## config.mk

```make
export PLATFORM = sky130hd
export DESIGN_NAME = button_gesture_classifier
export DESIGN_NICKNAME = d
export VERILOG_FILES = /design/src/rtl/bgc_pkg.sv /design/src/rtl/bgc_cfg_regs.sv /design/src/rtl/bgc_core.sv /design/src/rtl/button_gesture_classifier.sv
export VERILOG_INCLUDE_DIRS = /design/src /design/src/rtl
export SDC_FILE = /design/constraint.sdc
export NUM_CORES = 1
export LEC_CHECK = 0
export ABC_AREA = 0
export BUFFER_PORTS_ARGS = -buffer_cell sky130_fd_sc_hd__buf_2
export CORE_UTILIZATION = 35
export CTS_CLUSTER_SIZE = 10
export DETAILED_ROUTE_END_ITERATION = 12
export PLACE_DENSITY = 0.57
export SYNTH_ARGS = -nofsm -noshare
export SYNTH_HDL_FRONTEND = slang
export SYNTH_SLANG_ARGS = --single-unit
```

## constraint.sdc

```tcl
create_clock -name clk -period 15 [get_ports clk]
set_input_delay 0.75 -clock clk [delete_from_list [all_inputs] [get_ports clk]]
set_output_delay 0.75 -clock clk [all_outputs]
set_load 0.05 [all_outputs]
```

## src/rtl/assert_macros.svh

```systemverilog
// assertion macros shared by the classifier modules
`ifndef ASSERT_MACROS_SVH
`define ASSERT_MACROS_SVH

// property that must hold at every clock edge out of reset
`define BGC_ASSERT(lbl, prop, msg) \
	lbl: assert property (@(posedge clk) disable iff (!arst_n) (prop)) else $error(msg);

// implication whose consequent is checked in the cycle after the antecedent
`define BGC_ASSERT_NEXT(lbl, pre, post, msg) \
	lbl: assert property (@(posedge clk) disable iff (!arst_n) (pre) |=> (post)) \
		else $error(msg);

`endif

```

## src/rtl/bgc_pkg.sv

```systemverilog
// types, constants and the gesture decision function of the button classifier
package bgc_pkg;

	localparam int MAX_PRESSES = 32;
	localparam int COUNT_W     = $clog2(MAX_PRESSES + 1);
	localparam int MASK_W      = 32;
	localparam int TIME_W      = 32;
	localparam int CFG_W       = 16;
	localparam int CFG_IDX_W   = 2;

	localparam logic CMD_EVENT = 1'b0;
	localparam logic CMD_TICK  = 1'b1;

	localparam logic PIN_PRESSED = 1'b0;

	typedef enum logic [CFG_IDX_W-1:0] {
		REG_DEBOUNCE   = 2'd0,
		REG_LONG_PRESS = 2'd1,
		REG_TIMEOUT    = 2'd2
	} reg_idx_t;

	localparam logic [CFG_W-1:0] DEBOUNCE_RST   = 16'd50;
	localparam logic [CFG_W-1:0] LONG_PRESS_RST = 16'd500;
	localparam logic [CFG_W-1:0] TIMEOUT_RST    = 16'd1000;

	typedef enum logic [2:0] {
		GEST_NONE         = 3'd0,
		GEST_SINGLE_SHORT = 3'd1,
		GEST_SINGLE_LONG  = 3'd2,
		GEST_DOUBLE_SHORT = 3'd3,
		GEST_DOUBLE_LONG  = 3'd4,
		GEST_LONG_SHORT   = 3'd5,
		GEST_TRIPLE_LONG  = 3'd6
	} gesture_t;

	typedef struct packed {
		logic [CFG_W-1:0] debounce_ms;
		logic [CFG_W-1:0] long_press_ms;
		logic [CFG_W-1:0] gesture_timeout_ms;
	} cfg_t;

	// m holds the long flags of the first three presses
	function automatic gesture_t decide(logic [COUNT_W-1:0] n, logic [2:0] m);
		gesture_t g;
		g = GEST_NONE;
		priority if (n == COUNT_W'(1)) begin
			g = m[0] ? GEST_SINGLE_LONG : GEST_SINGLE_SHORT;
		end else if (n == COUNT_W'(2)) begin
			priority if (!m[0] && !m[1]) g = GEST_DOUBLE_SHORT;
			else if (m[0] && m[1])       g = GEST_DOUBLE_LONG;
			else if (m[0] && !m[1])      g = GEST_LONG_SHORT;
			else                         g = GEST_NONE;
		end else if (n == COUNT_W'(3) && (m == 3'b111)) begin
			g = GEST_TRIPLE_LONG;
		end else begin
			g = GEST_NONE;
		end
		return g;
	endfunction

endpackage

```

## src/rtl/bgc_cfg_regs.sv

```systemverilog
// configuration registers of the button classifier
module bgc_cfg_regs (
	input  logic                           clk,
	input  logic                           arst_n,
	input  logic                           cfg_valid,
	input  logic [bgc_pkg::CFG_IDX_W-1:0]  cfg_index,
	input  logic [bgc_pkg::CFG_W-1:0]      cfg_data,
	output bgc_pkg::cfg_t                  cfg
);

	bgc_pkg::cfg_t cfg_q;

	always_ff @(posedge clk or negedge arst_n) begin
		if (!arst_n) begin
			cfg_q.debounce_ms        <= bgc_pkg::DEBOUNCE_RST;
			cfg_q.long_press_ms      <= bgc_pkg::LONG_PRESS_RST;
			cfg_q.gesture_timeout_ms <= bgc_pkg::TIMEOUT_RST;
		end else if (cfg_valid) begin
			// writes to an unused index are dropped
			unique case (bgc_pkg::reg_idx_t'(cfg_index))
				bgc_pkg::REG_DEBOUNCE:   cfg_q.debounce_ms        <= cfg_data;
				bgc_pkg::REG_LONG_PRESS: cfg_q.long_press_ms      <= cfg_data;
				bgc_pkg::REG_TIMEOUT:    cfg_q.gesture_timeout_ms <= cfg_data;
				default: ;
			endcase
		end
	end

	assign cfg = cfg_q;

endmodule

```

## src/rtl/bgc_core.sv

```systemverilog
// gesture state and per-item update logic
`include "assert_macros.svh"

module bgc_core (
	input  logic                         clk,
	input  logic                         arst_n,
	input  bgc_pkg::cfg_t                cfg,
	input  logic                         fire,
	input  logic                         cmd,
	input  logic                         pin_level,
	input  logic [bgc_pkg::TIME_W-1:0]   now_ms,
	output logic                         has_result,
	output bgc_pkg::gesture_t            gesture
);

	logic                          level_q;
	logic [bgc_pkg::TIME_W-1:0]    last_edge_q;
	logic [bgc_pkg::TIME_W-1:0]    press_start_q;
	logic [bgc_pkg::COUNT_W-1:0]   press_count_q;
	logic [bgc_pkg::MASK_W-1:0]    long_mask_q;

	logic [bgc_pkg::TIME_W-1:0]    since_edge;
	logic [bgc_pkg::TIME_W-1:0]    press_len;
	logic                          bounce;
	logic                          is_long;
	logic                          quiet;
	logic                          can_count;

	// wrapping time differences
	assign since_edge = now_ms - last_edge_q;
	assign press_len  = now_ms - press_start_q;

	assign bounce    = since_edge < bgc_pkg::TIME_W'(cfg.debounce_ms);
	assign is_long   = press_len > bgc_pkg::TIME_W'(cfg.long_press_ms);
	assign quiet     = level_q && !(since_edge < bgc_pkg::TIME_W'(cfg.gesture_timeout_ms));
	assign can_count = press_count_q < bgc_pkg::COUNT_W'(bgc_pkg::MAX_PRESSES);

	assign has_result = (cmd == bgc_pkg::CMD_TICK) && quiet;
	assign gesture    = bgc_pkg::decide(press_count_q, long_mask_q[2:0]);

	always_ff @(posedge clk or negedge arst_n) begin
		if (!arst_n) begin
			level_q       <= 1'b1;
			last_edge_q   <= '0;
			press_start_q <= '0;
			press_count_q <= '0;
			long_mask_q   <= '0;
		end else if (fire) begin
			if (cmd == bgc_pkg::CMD_EVENT) begin
				level_q <= pin_level;
				if (!bounce) begin
					if (pin_level == bgc_pkg::PIN_PRESSED) begin
						press_start_q <= now_ms;
					end else if (can_count) begin
						// the count stays below the mask width here, so every flag fits in the mask
						if (is_long) begin
							long_mask_q <= long_mask_q
								| (bgc_pkg::MASK_W'(1) << press_count_q);
						end
						press_count_q <= press_count_q + 1'b1;
					end
					last_edge_q <= now_ms;
				end
			end else if (quiet) begin
				press_count_q <= '0;
				long_mask_q   <= '0;
			end
		end
	end

	`BGC_ASSERT(a_count_max, press_count_q <= bgc_pkg::COUNT_W'(bgc_pkg::MAX_PRESSES), "press count above max")
	`BGC_ASSERT_NEXT(a_clear_on_decide, fire && has_result, press_count_q == '0 && long_mask_q == '0, "gesture state not cleared")

endmodule

```

## src/rtl/button_gesture_classifier.sv

```systemverilog
// an accepted item is registered in s1 and decided there; its gesture is registered in gesture_q
// throughput: one item per cycle while the result side keeps taking results
// events and non-deciding ticks give no result and never wait on the result side
// reset clears state: level released, times, count and long mask zero
// reset loads debounce 50 ms, long press 500 ms, gesture timeout 1000 ms
`include "assert_macros.svh"

module button_gesture_classifier (
	input  logic                           clk,
	input  logic                           arst_n,
	input  logic                           in_valid,
	output logic                           in_ready,
	input  logic                           cmd,
	input  logic                           pin_level,
	input  logic [bgc_pkg::TIME_W-1:0]     now_ms,
	output logic                           out_valid,
	input  logic                           out_ready,
	output logic [2:0]                     gesture,
	input  logic                           cfg_valid,
	output logic                           cfg_ready,
	input  logic [bgc_pkg::CFG_IDX_W-1:0]  cfg_index,
	input  logic [bgc_pkg::CFG_W-1:0]      cfg_data
);

	bgc_pkg::cfg_t                 cfg;
	logic                          s1_valid_q;
	logic                          cmd_s1;
	logic                          pin_level_s1;
	logic [bgc_pkg::TIME_W-1:0]    now_ms_s1;
	logic                          out_valid_q;
	logic [2:0]                    gesture_q;
	logic                          has_result;
	bgc_pkg::gesture_t             core_gesture;
	logic                          slot_free;
	logic                          fire;

	assign cfg_ready = 1'b1;

	bgc_cfg_regs u_cfg (
		.clk       (clk),
		.arst_n    (arst_n),
		.cfg_valid (cfg_valid),
		.cfg_index (cfg_index),
		.cfg_data  (cfg_data),
		.cfg       (cfg)
	);

	bgc_core u_core (
		.clk        (clk),
		.arst_n     (arst_n),
		.cfg        (cfg),
		.fire       (fire),
		.cmd        (cmd_s1),
		.pin_level  (pin_level_s1),
		.now_ms     (now_ms_s1),
		.has_result (has_result),
		.gesture    (core_gesture)
	);

	// only an item that yields a result needs room in the output register
	assign slot_free = !out_valid_q || out_ready;
	assign fire      = s1_valid_q && (!has_result || slot_free);
	assign in_ready  = !s1_valid_q || fire;

	always_ff @(posedge clk or negedge arst_n) begin
		if (!arst_n) begin
			s1_valid_q <= 1'b0;
		end else if (in_ready) begin
			s1_valid_q <= in_valid;
		end
	end

	always_ff @(posedge clk) begin
		if (in_ready && in_valid) begin
			cmd_s1       <= cmd;
			pin_level_s1 <= pin_level;
			now_ms_s1    <= now_ms;
		end
	end

	always_ff @(posedge clk or negedge arst_n) begin
		if (!arst_n) begin
			out_valid_q <= 1'b0;
		end else if (slot_free) begin
			out_valid_q <= fire && has_result;
		end
	end

	always_ff @(posedge clk) begin
		if (fire && has_result) begin
			gesture_q <= 3'(core_gesture);
		end
	end

	assign out_valid = out_valid_q;
	assign gesture   = gesture_q;

	`BGC_ASSERT_NEXT(a_s1_hold, s1_valid_q && !fire, s1_valid_q && $stable(now_ms_s1) && $stable(cmd_s1), "stalled item lost")
	`BGC_ASSERT(a_ready_low, !in_ready |-> s1_valid_q && has_result && out_valid_q, "ready low without a blocked result")

endmodule
```

Yosys cells after proc, flatten, opt, wreduce, memory -nomap -nowiden

Cells that the tools add are included.

Output and inout port bits: 6
Bits of input ports: 57
Logic and storage cells: 82
Bits in registers: 190

Add/sub/neg operators: 3
Equal/unequal tests: 8
Bitwise operators: 4
$lt $le $gt $ge: 4
Shift-type cells: 1
Muxes and demuxes: 18
Reduce and logical (&&, ||, !) cells: 30

Operators by type and width:

| kind                                                                | number |
|---|---|
| 32-bit 2-to-1 mux                                                   | 6 |
| 32-bit by 16-bit less-than comparator with 1-bit output             | 2 |
| 32-bit subtractor                                                   | 2 |
| 32-bit by 16-bit greater-than comparator with 1-bit output          | 1 |
| 32-bit bitwise OR                                                   | 1 |
| 1-bit by 6-bit << shifter with 32-bit output (first input constant) | 1 |
| 6-bit 2-to-1 mux                                                    | 5 |
| 3-bit 2-to-1 mux                                                    | 6 |
| 6-bit by 2-bit == test with 1-bit output (second input constant)    | 2 |
| 1-bit logical AND                                                   | 9 |
| 2-bit AND reduction                                                 | 4 |
| 6-bit by 1-bit adder with 6-bit output (second input constant)      | 1 |
| 6-bit by 1-bit == test with 1-bit output (second input constant)    | 1 |
| 1-bit logical NOT                                                   | 6 |
| 6-bit less-than comparator (second input constant)                  | 1 |
| 6-bit AND reduction                                                 | 1 |
| 2-bit nonzero test                                                  | 3 |
| 5-bit AND reduction                                                 | 1 |
| 4-bit AND reduction                                                 | 1 |
| 3-bit == test (second input constant)                               | 1 |
| 1-bit logical OR                                                    | 3 |
| 1-bit inverter                                                      | 3 |
| 3-bit AND reduction                                                 | 1 |
| 2-bit by 1-bit == test with 1-bit output (second input constant)    | 1 |
| 5 further kinds                                                     | 5 |

Logic depth before layout (Yosys ltp)

Gate-level depths: netlist of the first run.

Depth after elaboration: 10
Gate-level depth with buffers: 22
Gate-level depth less buffers: 22

Hierarchy

From an unflattened synthesis of the first run, not the netlist that was laid out.

Cells, all modules: 1173
Area total of the unflattened synthesis: 10996.8 µm²

By module, submodules not included:

| module                    | instances | area each (µm²) | cells each | seq. area each (µm²) |
|---|---|---|---|---|
| bgc_core                  | 1         | 7918.8          | 1022       | 1853.0 |
| bgc_cfg_regs              | 1         | 1834.3          | 102        | 1219.9 |
| button_gesture_classifier | 1         | 1243.7          | 49         | 1161.1 |

Least setup slack after synthesis of the first run

Ideal clock, no wire load.

Kind: register -> register
Start: register now_ms_s1[1] (netlist bit)
End: register cmd_s1, enable pin
Path buffers: 0
Clock period less this slack: 5.183 ns
Slack: 9.817 ns
Required time: 14.571 ns
Data arrival time: 4.754 ns
Stages on the path, launching flop included: 19
Library setup time: 0.429 ns
Cells stage by stage: edfxtp_1 > ha_1 > nor2b_1 > o2111ai_1 > nand2_1 > and2_1 > a41oi_1 > xnor2_1 > ha_1 > a21o_1 > a21o_1 > a21oi_1 > o211ai_1 > a41o_1 > a21oi_1 > and4_1 > a21o_1 > nor2_1 > nor2b_1

Longest elaborated chain between the ends: 10

Ends and longest elaborated chain:

| what                                                    | RTL line                        | RTL |
|---|---|---|
| start, declared                                         | button_gesture_classifier.sv:29 | `logic [bgc_pkg::TIME_W-1:0] now_ms_s1;` |
| start signal, assigned                                  | button_gesture_classifier.sv:77 | `now_ms_s1 <= now_ms;` |
| 32-bit subtractor                                       | bgc_core.sv:30                  | `assign since_edge = now_ms - last_edge_q;` |
| 32-bit by 16-bit less-than comparator with 1-bit output | bgc_core.sv:35                  | `assign quiet = level_q && !(since_edge < bgc_pkg::TIME_W'(cfg.gesture_timeout_ms));` |
| 1-bit logical NOT                                       | bgc_core.sv:35                  |  |
| 1-bit logical AND                                       | bgc_core.sv:35                  |  |
| 1-bit logical AND                                       | bgc_core.sv:38                  | `assign has_result = (cmd == bgc_pkg::CMD_TICK) && quiet;` |
| 1-bit logical NOT                                       | button_gesture_classifier.sv:62 | `assign fire = s1_valid_q && (!has_result \|\| slot_free);` |
| 1-bit logical OR                                        | button_gesture_classifier.sv:62 |  |
| 1-bit logical AND                                       | button_gesture_classifier.sv:62 |  |
| 1-bit logical OR                                        | button_gesture_classifier.sv:63 | `assign in_ready = !s1_valid_q \|\| fire;` |
| 1-bit logical AND                                       | button_gesture_classifier.sv:74 | `if (in_ready && in_valid) begin` |
| end signal, assigned                                    | button_gesture_classifier.sv:75 | `cmd_s1 <= cmd;` |
| end, declared                                           | button_gesture_classifier.sv:27 | `logic cmd_s1;` |

No other way between the ends.
A chain may end at the register's enable or synchronous reset.

Final worst setup path of the first run

Start: register now_ms_s1[9] (netlist bit)
End: register u_core.press_start_q[2] (netlist bit)

Longest elaborated chain between the ends: 9
Elaborated cells on any way between the ends: 11
Those cells by class: 1 x add/sub; 2 x order compare; 1 x bitwise; 7 x reduce/logical

Ends and longest elaborated chain:

| what                                                    | RTL line                        | RTL |
|---|---|---|
| 32-bit subtractor (*)                                   | bgc_core.sv:30                  |  |
| 32-bit by 16-bit less-than comparator with 1-bit output | bgc_core.sv:35                  |  |
| 1-bit logical NOT                                       | bgc_core.sv:35                  |  |
| 1-bit logical AND                                       | bgc_core.sv:35                  |  |
| 1-bit logical AND                                       | bgc_core.sv:38                  |  |
| 1-bit logical NOT                                       | button_gesture_classifier.sv:62 |  |
| 1-bit logical OR                                        | button_gesture_classifier.sv:62 |  |
| 1-bit logical AND                                       | button_gesture_classifier.sv:62 |  |
| 4-bit AND reduction (no line) (*)                       | -                               |  |
| end signal, assigned                                    | bgc_core.sv:53                  | `press_start_q <= now_ms;` |
| end, declared                                           | bgc_core.sv:18                  | `logic [bgc_pkg::TIME_W-1:0] press_start_q;` |

Every way passes the cells marked *; elsewhere a longest branch is shown, timed or not.

==> results.py, run 1 <==
metrics = {
    "synth": {
        "netlist_instances": 1187,
        "yosys_warnings": 0,
        "syn_avg_cell_area_um2": 9.68,
        "synth-main-ff-cell": "dfrtp_1",
        "synth.net_count": 1358,
        "async_flop_share": 0.770,
        "synthTopCellsByArea": "dfrtp_1 24%, ha_1 12%, edfxtp_1 9.7%, mux2_2 6.3%, inv_1 4.6%",
        "yosysSeqAreaShare": 0.369,
        "ys_types": 80,
        "yosysTopAreaCellShare": 0.235,
        "ys_ff_latch": 161,
        "syn-cell-area_um2": 11500,
        "yosysTopAreaCell": "dfrtp_1",
        "synth_edf_count": 37,
    },
    "global_route": {
        "first_global_vias": 8907,
        "grt_max_degree": 70,
        "grt_pass1_wl_um": 49300,
        "grt_use_total": 0.190,
        "grt-ovfl-total": 0,
        "antenna_found_initial": 0,
    },
    "sta": {
        "clock.fmax_mhz": 176,
        "rsz0062_at_grt": "no",
        "setup_viol": 0,
        "finalSetupTns_ns": 0,
        "final_hold_viol_count": 0,
        "period_share": 0.378,
        "worst_slew_pin_slew_ns": 1.15,
        "max-slew-margin-rel": 0.229,
        "drv_slew": 0,
        "finalCriticalPeriod_ns": 5.68,
        "clock_skew_ns": 0.0165,
    },
    "layout": {
        "layout.nets": 1404,
        "syn_to_final_growth_pct": 11.1,
        "fin_cells": 1681,
        "n_antenna_cell": 0,
        "fin_util": 0.399,
        "layout-drive-gt1-share": 0.176,
        "nFillCells": 3211,
    },
    "route": {
        "totalWireLength_um": 30700,
        "drt_iter0_drc": 637,
        "vias": 9040,
        "dr.pass1.iters": 5,
        "drc": 0,
        "wire_per_inst_um": 18.3,
        "final_antenna_net_count": 0,
        "detail_route.vias_per_cell": 5.38,
    },
    "power_and_ir_drop": {
        "powerDensity_nw_per_um2": 137,
        "total_power_mw": 1.75,
        "vdd_drop_max_mv": 0.0945,
        "power_leakage_nw": 5.74,
    },
    "worst_setup_path": {
        "worstRegToRegCells": 19,
        "critical_path_class": "register to register",
        "r2r_start": "now_ms_s1[9]$_DFFE_PP_",
        "cp_slowest_cell": "buf_4",
        "crit_family": "compound AO/OA/AOI/OAI gates",
        "required_ns": 15.33,
        "crit-reg2reg-capture": "u_core.press_start_q[2]$_DFFE_PN0P_",
        "slowest_delay_ns": 0.55,
        "critPathArrivalTime_ns": 6.01,
        "crit_buf_inv": 1,
        "path_cells": "ha_1 -> and4_1 -> and3_1 -> a21boi_1 -> o31ai_1 -> nand2_1 -> xor2_1 -> ha_1 -> nand4_1 -> nor2_1 -> o211ai_1 -> a21oi_1 -> a211o_1 -> a21oi_1 -> and4_1 -> a21o_4 -> nor2_4 -> buf_4 -> mux2_2",
        "end_kind": "register",
        "critPathLaunchType": "register",
        "rrSetupSlack_ns": 9.32,
        "worstPathMaxFanout": 42,
    },
    "clock_network": {
        "hold_buffers": 0,
        "htree_levels": 4,
        "clkTransAtPathRegs_ns": 0.08,
        "cts.path.max_buffers": 2,
        "clock-root-buffer": "clkbuf_16",
        "postCtsSetupRepairBufs": 0,
        "cts_made_buffers": 17,
        "cts_tree": "yes",
        "clock_sinks": 161,
        "worstSkewPairLatency_ns": 0.45,
        "post_cts_resize_count": 0,
    },
    "die": {
        "die_w_um": 183,
        "core-area_um2": 32000,
        "row_count": 65,
        "start_util": 0.359,
        "fp.dieH_um": 183,
        "dieArea_um2": 33600,
        "io-pin-count": 63,
    },
    "placed_design": {
        "place_inst": 1649,
        "hpwlAfterDp_um": 23500,
        "gp_congestion": 0.908,
        "port_buffers": 61,
    },
    "status": {
        "outcome": "finished, final reports clean",
    },
    "min_path": {
        "hp-class": "primary input to async pin",
    },
    "flow_run": {
        "drv_cap": 0,
    },
}
[worst max-delay path by stage]
stage                                      start                                  end  slack, ns  cells past startpoint
final                     now_ms_s1[9]$_DFFE_PP_  u_core.press_start_q[2]$_DFFE_PN0P_       9.32                     19
after global routing      now_ms_s1[5]$_DFFE_PP_  u_core.press_start_q[2]$_DFFE_PN0P_       9.02                     18
after CTS                 now_ms_s1[9]$_DFFE_PP_  u_core.press_start_q[2]$_DFFE_PN0P_       9.31                     19
after detailed placement  now_ms_s1[9]$_DFFE_PP_  u_core.press_start_q[0]$_DFFE_PN0P_       9.37                     19
after global placement    now_ms_s1[9]$_DFFE_PP_  u_core.press_start_q[0]$_DFFE_PN0P_       9.33                     19
after floorplan           now_ms_s1[1]$_DFFE_PP_                     cmd_s1$_DFFE_PP_       9.82                     18
[placed cells by master (no fill, tap or decap), types with 6 or more instances in the layout]
| cell | instances |
|---|---|
| inv_1 | 141 |
| ha_1 | 112 |
| dfrtp_1 | 108 |
| a21oi_1 | 100 |
| nand2_1 | 89 |
| o21ai_0 | 65 |
| mux2_2 | 64 |
| buf_2 | 60 |
| nor2_1 | 47 |
| edfxtp_1 | 37 |
| xnor2_1 | 29 |
| mux2_4 | 29 |
| a21o_1 | 24 |
| nand4_1 | 23 |
| nand3_1 | 20 |
| o21a_1 | 17 |
| clkbuf_16 | 17 |
| xor2_1 | 16 |
| o211ai_1 | 16 |
| dfstp_2 | 16 |
| nor3_1 | 13 |
| nand2b_1 | 12 |
| and2_1 | 9 |
| and4_1 | 8 |
| o2111ai_1 | 8 |
| and3_1 | 8 |
| nor4_1 | 8 |
| a211oi_1 | 7 |
| a211o_1 | 7 |
| or4_1 | 6 |
| o21bai_1 | 6 |
[registers in the layout (all words and copies together) (netlist names)]
signal / cells
u_cfg.cfg: 48
u_core.press_start_q: 32
s1_valid_q: 1
out_valid: 1
cmd_s1: 1
u_core.last_edge_q: 32
now_ms_s1: 32
u_core.long_mask_q: 3
gesture: 3
u_core.press_count_q: 6
pin_level_s1: 1
u_core.level_q: 1
[cell usage after synthesis, types with 9 or more instances]
cell type,instances
dfrtp_1,108
dfstp_2,16
mux2_4,29
o21ai_0,65
nand4_1,23
and2_1,9
xor2_1,16
nand2_1,89
a21oi_1,100
inv_1,141
nor3_1,13
o211ai_1,16
clkbuf_1,26
ha_1,112
xnor2_1,29
mux2_2,64
nand2b_1,12
edfxtp_1,37
nand3_1,20
a21o_1,24
nor2_1,47
o21a_1,17
[report_power, final]
part / leakage, nW / switching [mW] / internal (mW)
registers: 1.82 / 0.0444 / 0.524
clock network: 0.289 / 0.210 / 0.239
logic: 3.63 / 0.420 / 0.309
[stage by stage]
| step | setup WS (ns) | cell area (µm²) | hold slack [ns] |
|---|---|---|---|
| 4_1_cts | 9.31 | 12800 | 0.423 |
| 3_3_place_gp | 9.33 | 12200 | 0.475 |
| 5_1_grt | 9.02 | 12800 | 0.446 |
| 6_report | 9.32 | 12800 | 0.403 |
| 3_5_place_dp | 9.37 | 12200 | 0.485 |
| 2_1_floorplan | 9.82 | 11500 | 0.453 |
[cells by family after synthesis]
kind of cell | after synthesis | share of synthesized area
mux | 101 | 0.108
xor+xnor | 45 | 0.0343
buf+inv | 178 | 0.0627
other cells | 1 | 0.000326
fa+ha+maj | 114 | 0.125
flops | 161 | 0.369
compound gates | 322 | 0.186
simple gates | 265 | 0.115
[routing by layer]
metal,up-vias,GRT usage,part of all wire
met5,-,0,0
met4,0,0.0573,0.019
met3,25,0.0316,0.042
met2,200,0.299,0.45
met1,4415,0.266,0.49
li1,4400,-,-
[final cells by class]
type                            instances  area, µm²  share of cell area
Multi-Input combinational cell        848       6550               0.513
Clock inverter                         14        143              0.0112
Sequential cell                       161       4230               0.332
Timing Repair Buffer                   64        330              0.0259
Clock buffer                           18        439              0.0344
Tap cell                              435        544              0.0426
Inverter                              141        529              0.0415
Power figures use the tool's default switching activity.
==> inputs of run 2 (changes only) <==
- clock period: 15 -> 5.6 ns (I/O delays scaled with it)
==> results.py, run 2 (synthesis results as in run 1) <==
metrics = {
    "sta": {
        "finalCriticalPeriod_ns": 5.16,
        "final_hold_viol_count": 0,
        "setup_viol": 0,
        "clock.fmax_mhz": 194,
        "rsz0062_at_grt": "no",
        "worst_slew_pin_slew_ns": 0.951,
        "max-slew-margin-rel": 0.364,
        "clock_skew_ns": 0.00871,
        "finalSetupTns_ns": 0,
        "drv_slew": 0,
        "period_share": 0.921,
    },
    "worst_setup_path": {
        "path_cells": "ha_1 -> and3_1 -> and3_1 -> a21boi_0 -> nor2_1 -> xnor2_1 -> ha_1 -> a21o_1 -> a21o_1 -> a21oi_1 -> o21ai_0 -> a211o_1 -> a21oi_1 -> and4_1 -> a21o_4 -> nor2_4 -> buf_12 -> mux2_4",
        "cp_slowest_cell": "a21o_4",
        "critPathArrivalTime_ns": 5.48,
        "critical_path_class": "register to register",
        "end_kind": "register",
        "required_ns": 5.92,
        "critPathLaunchType": "register",
        "crit_buf_inv": 1,
        "crit_family": "compound AO/OA/AOI/OAI gates",
        "worstPathMaxFanout": 42,
        "slowest_delay_ns": 0.51,
    },
    "clock_network": {
        "cts.path.max_buffers": 2,
        "cts_made_buffers": 17,
        "cts_tree": "yes",
        "htree_levels": 4,
        "worstSkewPairLatency_ns": 0.44,
        "postCtsSetupRepairBufs": 0,
        "post_cts_resize_count": 0,
        "hold_buffers": 5,
        "clkTransAtPathRegs_ns": 0.07,
        "clock_sinks": 161,
        "clock-root-buffer": "clkbuf_16",
    },
    "route": {
        "wire_per_inst_um": 17.8,
        "drc": 0,
        "totalWireLength_um": 30200,
        "vias": 8976,
        "drt_iter0_drc": 700,
        "dr.pass1.iters": 5,
        "final_antenna_net_count": 0,
        "detail_route.vias_per_cell": 5.30,
    },
    "layout": {
        "fin_util": 0.403,
        "n_antenna_cell": 0,
        "final_common_cell": "inv_1",
        "stdcell_area_um2": 12900,
        "largest_reg_flops": 48,
        "layout.nets": 1417,
        "nFillCells": 3131,
        "syn_to_final_growth_pct": 12.1,
        "multi_input_area_um2": 6550,
        "layout-drive-gt1-share": 0.175,
        "regArea_um2": 4230,
        "layout_common_cells": "141 x inv_1, 112 x ha_1, 108 x dfrtp_1, 100 x a21oi_1, 89 x nand2_1",
    },
    "power_and_ir_drop": {
        "internal-power_mw": 2.86,
        "p_sw_mw": 1.78,
        "powerDensity_nw_per_um2": 360,
        "total_power_mw": 4.64,
        "switching_share": 0.383,
        "p_clk_frac": 0.246,
        "power_leakage_nw": 5.78,
        "seq_power_share": 0.329,
        "vdd_drop_max_mv": 0.242,
        "power_frac_comb": 0.425,
    },
    "global_route": {
        "grt_pass1_wl_um": 49100,
        "grt-ovfl-total": 0,
        "antenna_found_initial": 0,
        "grt_max_degree": 72,
        "first_global_vias": 8870,
        "grt_use_total": 0.187,
    },
    "die": {
        "dieArea_um2": 33600,
        "die_w_um": 183,
        "row_count": 65,
        "io-pin-count": 63,
        "core-area_um2": 32000,
        "fp.dieH_um": 183,
        "start_util": 0.359,
    },
    "placed_design": {
        "hpwlAfterDp_um": 23500,
        "gp_congestion": 0.889,
        "placed_area_um2": 12200,
        "port_buffers": 61,
    },
    "min_path": {
        "hp-class": "primary input to register",
    },
    "flow_run": {
        "drv_cap": 0,
    },
    "status": {
        "outcome": "finished, final reports clean",
    },
}
run 2: cell count changes in the layout (fill, tap and decap cells not counted), moves of 2 or more:
| cell | previous run | this run |
|---|---|---|
| buf_4 | 4 | 7 |
| dlygate4sd3_1 | 0 | 9 |
| clkinv_1 | 0 | 2 |
| inv_8 | 4 | 1 |
run 2: final cells by class:
class | instances | share of cell area
inverter | 141 | 0.0411
multi-input combinational | 848 | 0.508
clock buffer | 18 | 0.0333
clock inverter | 14 | 0.0101
timing repair buffer | 77 | 0.0360
sequential | 161 | 0.329
tap | 435 | 0.0423
run 2: final timing paths:
| check | start | to | slack (ns) | cells after the start |
|---|---|---|---|---|
| max | now_ms_s1[10]$_DFFE_PP_ | u_core.press_start_q[21]$_DFFE_PN0P_ | 0.44 | 18 |
| min | now_ms[28] | now_ms_s1[28]$_DFFE_PP_ | 0.01 | 1 |
| max reg2reg | now_ms_s1[10]$_DFFE_PP_ | u_core.press_start_q[21]$_DFFE_PN0P_ | 0.44 | 18 |
| min reg2reg | u_core.last_edge_q[0]$_DFFE_PN0P_ | u_core.last_edge_q[0]$_DFFE_PN0P_ | 0.49 | 2 |
| max in group asynchronous | arst_n | u_core.press_count_q[2]$_DFFE_PN0P_ | 3.70 | 3 |
| min in group asynchronous | arst_n | u_core.last_edge_q[22]$_DFFE_PN0P_ | 0.45 | 2 |
run 2: power groups by stage:
stage	logic (mW)	clock network, mW	registers, mW
2_1_floorplan	1.45	0	1.51
3_3_place_gp	1.93	0	1.54
3_5_place_dp	1.95	0	1.55
4_1_cts	1.97	1.17	1.53
5_1_grt	2.22	1.22	1.55
6_report	1.97	1.14	1.53
run 2: per-stage QoR:
step	instances	setup slack [ns]	hold slack, ns
floorplan	1187	0.417	-0.0156
CTS	1690	0.463	0.000197
finish	1694	0.440	0.0148
global placement	1653	0.469	0.412
detailed placement	1653	0.515	0.416
global route	1694	0.119	0.000363
run 2: per-layer routing:
| layer | up-vias | global-route usage | wire length, µm |
|---|---|---|---|
| met3 | 22 | 0.0274 | 1070 |
| met1 | 4337 | 0.261 | 14700 |
| met5 | - | 0 | 0 |
| met4 | 0 | 0.0457 | 421 |
| li1 | 4428 | - | - |
| met2 | 189 | 0.304 | 14000 |
==> inputs of run 3 (changes only) <==
- CTS_BUF_LIST: unset -> sky130_fd_sc_hd__clkbuf_8
==> results.py, run 3 (synthesis results as in run 1) <==
metrics = {
    "worst_setup_path": {
        "path_cells": "ha_1 -> and4_1 -> and3_1 -> a21boi_0 -> nor2_1 -> xnor2_1 -> ha_1 -> a21o_1 -> a21o_1 -> a21oi_1 -> o21ai_0 -> a211o_1 -> a21oi_1 -> and4_1 -> a21o_4 -> nor2_4 -> buf_12 -> mux2_4",
        "critical_path_class": "register to register",
        "critPathLaunchType": "register",
        "worstPathMaxFanout": 42,
        "worstRegToRegCells": 18,
        "required_ns": 5.96,
        "critPathArrivalTime_ns": 5.57,
        "slowest_delay_ns": 0.50,
        "end_kind": "register",
        "cp_slowest_cell": "a21o_4",
    },
    "placed_design": {
        "place_inst": 1653,
        "hpwlAfterDp_um": 23500,
        "gp_congestion": 0.889,
        "port_buffers": 61,
        "post-place-ws_ns": 0.515,
    },
    "layout": {
        "fin_util": 0.404,
        "largest_reg_flops": 48,
        "layout-drive-gt1-share": 0.172,
        "layout_common_cells": "142 x inv_1, 112 x ha_1, 108 x dfrtp_1, 100 x a21oi_1, 89 x nand2_1",
        "layout.nets": 1440,
        "n_antenna_cell": 0,
        "fin_cells": 1717,
        "syn_to_final_growth_pct": 12.4,
        "final_common_cell": "inv_1",
    },
    "sta": {
        "setup_ws_ns": 0.391,
        "whs_ns": 0.0230,
        "rsz0062_at_grt": "no",
        "finalCriticalPeriod_ns": 5.21,
        "clock.fmax_mhz": 192,
        "max-slew-margin-rel": 0.352,
        "final_hold_viol_count": 0,
        "period_share": 0.930,
        "setup_viol": 0,
        "drv_slew": 0,
        "clock_skew_ns": 0.0133,
        "worst_slew_pin_slew_ns": 0.969,
        "finalSetupTns_ns": 0,
    },
    "global_route": {
        "grt_max_degree": 72,
        "grt-ovfl-total": 0,
        "antenna_found_initial": 0,
        "grt_use_total": 0.187,
        "grt_pass1_wl_um": 49200,
        "first_global_vias": 8946,
    },
    "clock_network": {
        "clock_sinks": 161,
        "clkTransAtPathRegs_ns": 0.10,
        "cts_tree": "yes",
        "post_cts_resize_count": 0,
        "cts.path.max_buffers": 2,
        "worstSkewPairLatency_ns": 0.47,
        "cts_made_buffers": 17,
        "htree_levels": 4,
        "clock-root-buffer": "clkbuf_8",
    },
    "die": {
        "die_w_um": 183,
        "io-pin-count": 63,
        "dieArea_um2": 33600,
        "start_util": 0.359,
        "fp.dieH_um": 183,
        "row_count": 65,
        "core-area_um2": 32000,
    },
    "power_and_ir_drop": {
        "powerDensity_nw_per_um2": 337,
        "vdd_drop_max_mv": 0.196,
        "switching_share": 0.401,
        "seq_power_share": 0.350,
        "power_frac_comb": 0.456,
        "internal-power_mw": 2.61,
        "p_clk_frac": 0.193,
        "power_leakage_nw": 5.79,
        "p_sw_mw": 1.74,
    },
    "route": {
        "totalWireLength_um": 30300,
        "detail_route.vias_per_cell": 5.31,
        "vias": 9116,
        "wire_per_inst_um": 17.7,
        "dr.pass1.iters": 6,
        "drt_iter0_drc": 718,
        "final_antenna_net_count": 0,
        "drc": 0,
    },
    "min_path": {
        "hp-class": "primary input to register",
        "hold_path_depth": 1,
    },
    "status": {
        "outcome": "finished, final reports clean",
    },
    "flow_run": {
        "drv_cap": 0,
    },
}
## run 3: changes by cell type in the layout (fill, tap and decap cells not counted)
| cell | change |
|---|---|
| dlygate4sd3_1 | +23 |
| clkbuf_16 | -17 |
| clkbuf_1 | -1 |
| inv_1 | +1 |
| clkbuf_8 | +17 |
## run 3: final timing paths
kind,from,to,slack [ns]
worst max-delay path,now_ms_s1[9]$_DFFE_PP_,u_core.press_start_q[21]$_DFFE_PN0P_,0.39
worst min-delay path,now_ms[13],now_ms_s1[13]$_DFFE_PP_,0.02
worst max register to register,now_ms_s1[9]$_DFFE_PP_,u_core.press_start_q[21]$_DFFE_PN0P_,0.39
worst min register to register,u_core.last_edge_q[0]$_DFFE_PN0P_,u_core.last_edge_q[0]$_DFFE_PN0P_,0.50
max in group asynchronous,arst_n,u_core.press_count_q[4]$_DFFE_PN0P_,3.75
min in group asynchronous,arst_n,u_core.last_edge_q[22]$_DFFE_PN0P_,0.41
## run 3: power groups by stage
stage	clock network [mW]	logic, mW	registers [mW]
after floorplan	0	1.45	1.51
after global placement	0	1.93	1.54
after detailed placement	0	1.95	1.55
after CTS	0.866	1.98	1.53
after global routing	0.912	2.23	1.55
final	0.842	1.99	1.52
## run 3: area by class of cell
type,count,area (µm²)
Multi-Input combinational cell,848,6550
Tap cell,435,544
Timing Repair Buffer,100,693
Clock inverter,15,134
Clock buffer,17,234
Inverter,141,529
Sequential cell,161,4230
Fill cell,3136,19000
## run 3: repair_timing
item	4_1_cts	5_1_grt
hold endpoints to repair	82	1
hold buffers	31	1
buffers inserted	0	0
## run 3: critical path: cells and delay by family (launching register included)
| family | cells | cell delay [ns] |
|---|---|---|
| AO/OA/AOI/OAI | 8 | 1.97 |
| XOR/XNOR | 1 | 0.27 |
| adder cells (fa/ha/maj) | 2 | 0.78 |
| buffers and inverters | 1 | 0.21 |
| flip-flops | 1 | 0.46 |
| multiplexers | 1 | 0.33 |
| AND/OR/NAND/NOR | 5 | 1.02 |
## run 3: routing by layer
metal | GRT usage | vias to the layer above | wire length [µm]
met4 | 0.0450 | 0 | 413
met5 | 0 | - | 0
met3 | 0.0238 | 18 | 1120
met1 | 0.262 | 4408 | 14600
met2 | 0.306 | 225 | 14200
li1 | - | 4465 | -
## run 3: stage by stage
stage	power (mW)	instance area [µm²]
2_1_floorplan	2.96	11500
3_3_place_gp	3.47	12200
3_5_place_dp	3.50	12200
4_1_cts	4.37	12900
5_1_grt	4.70	12900
6_report	4.35	12900
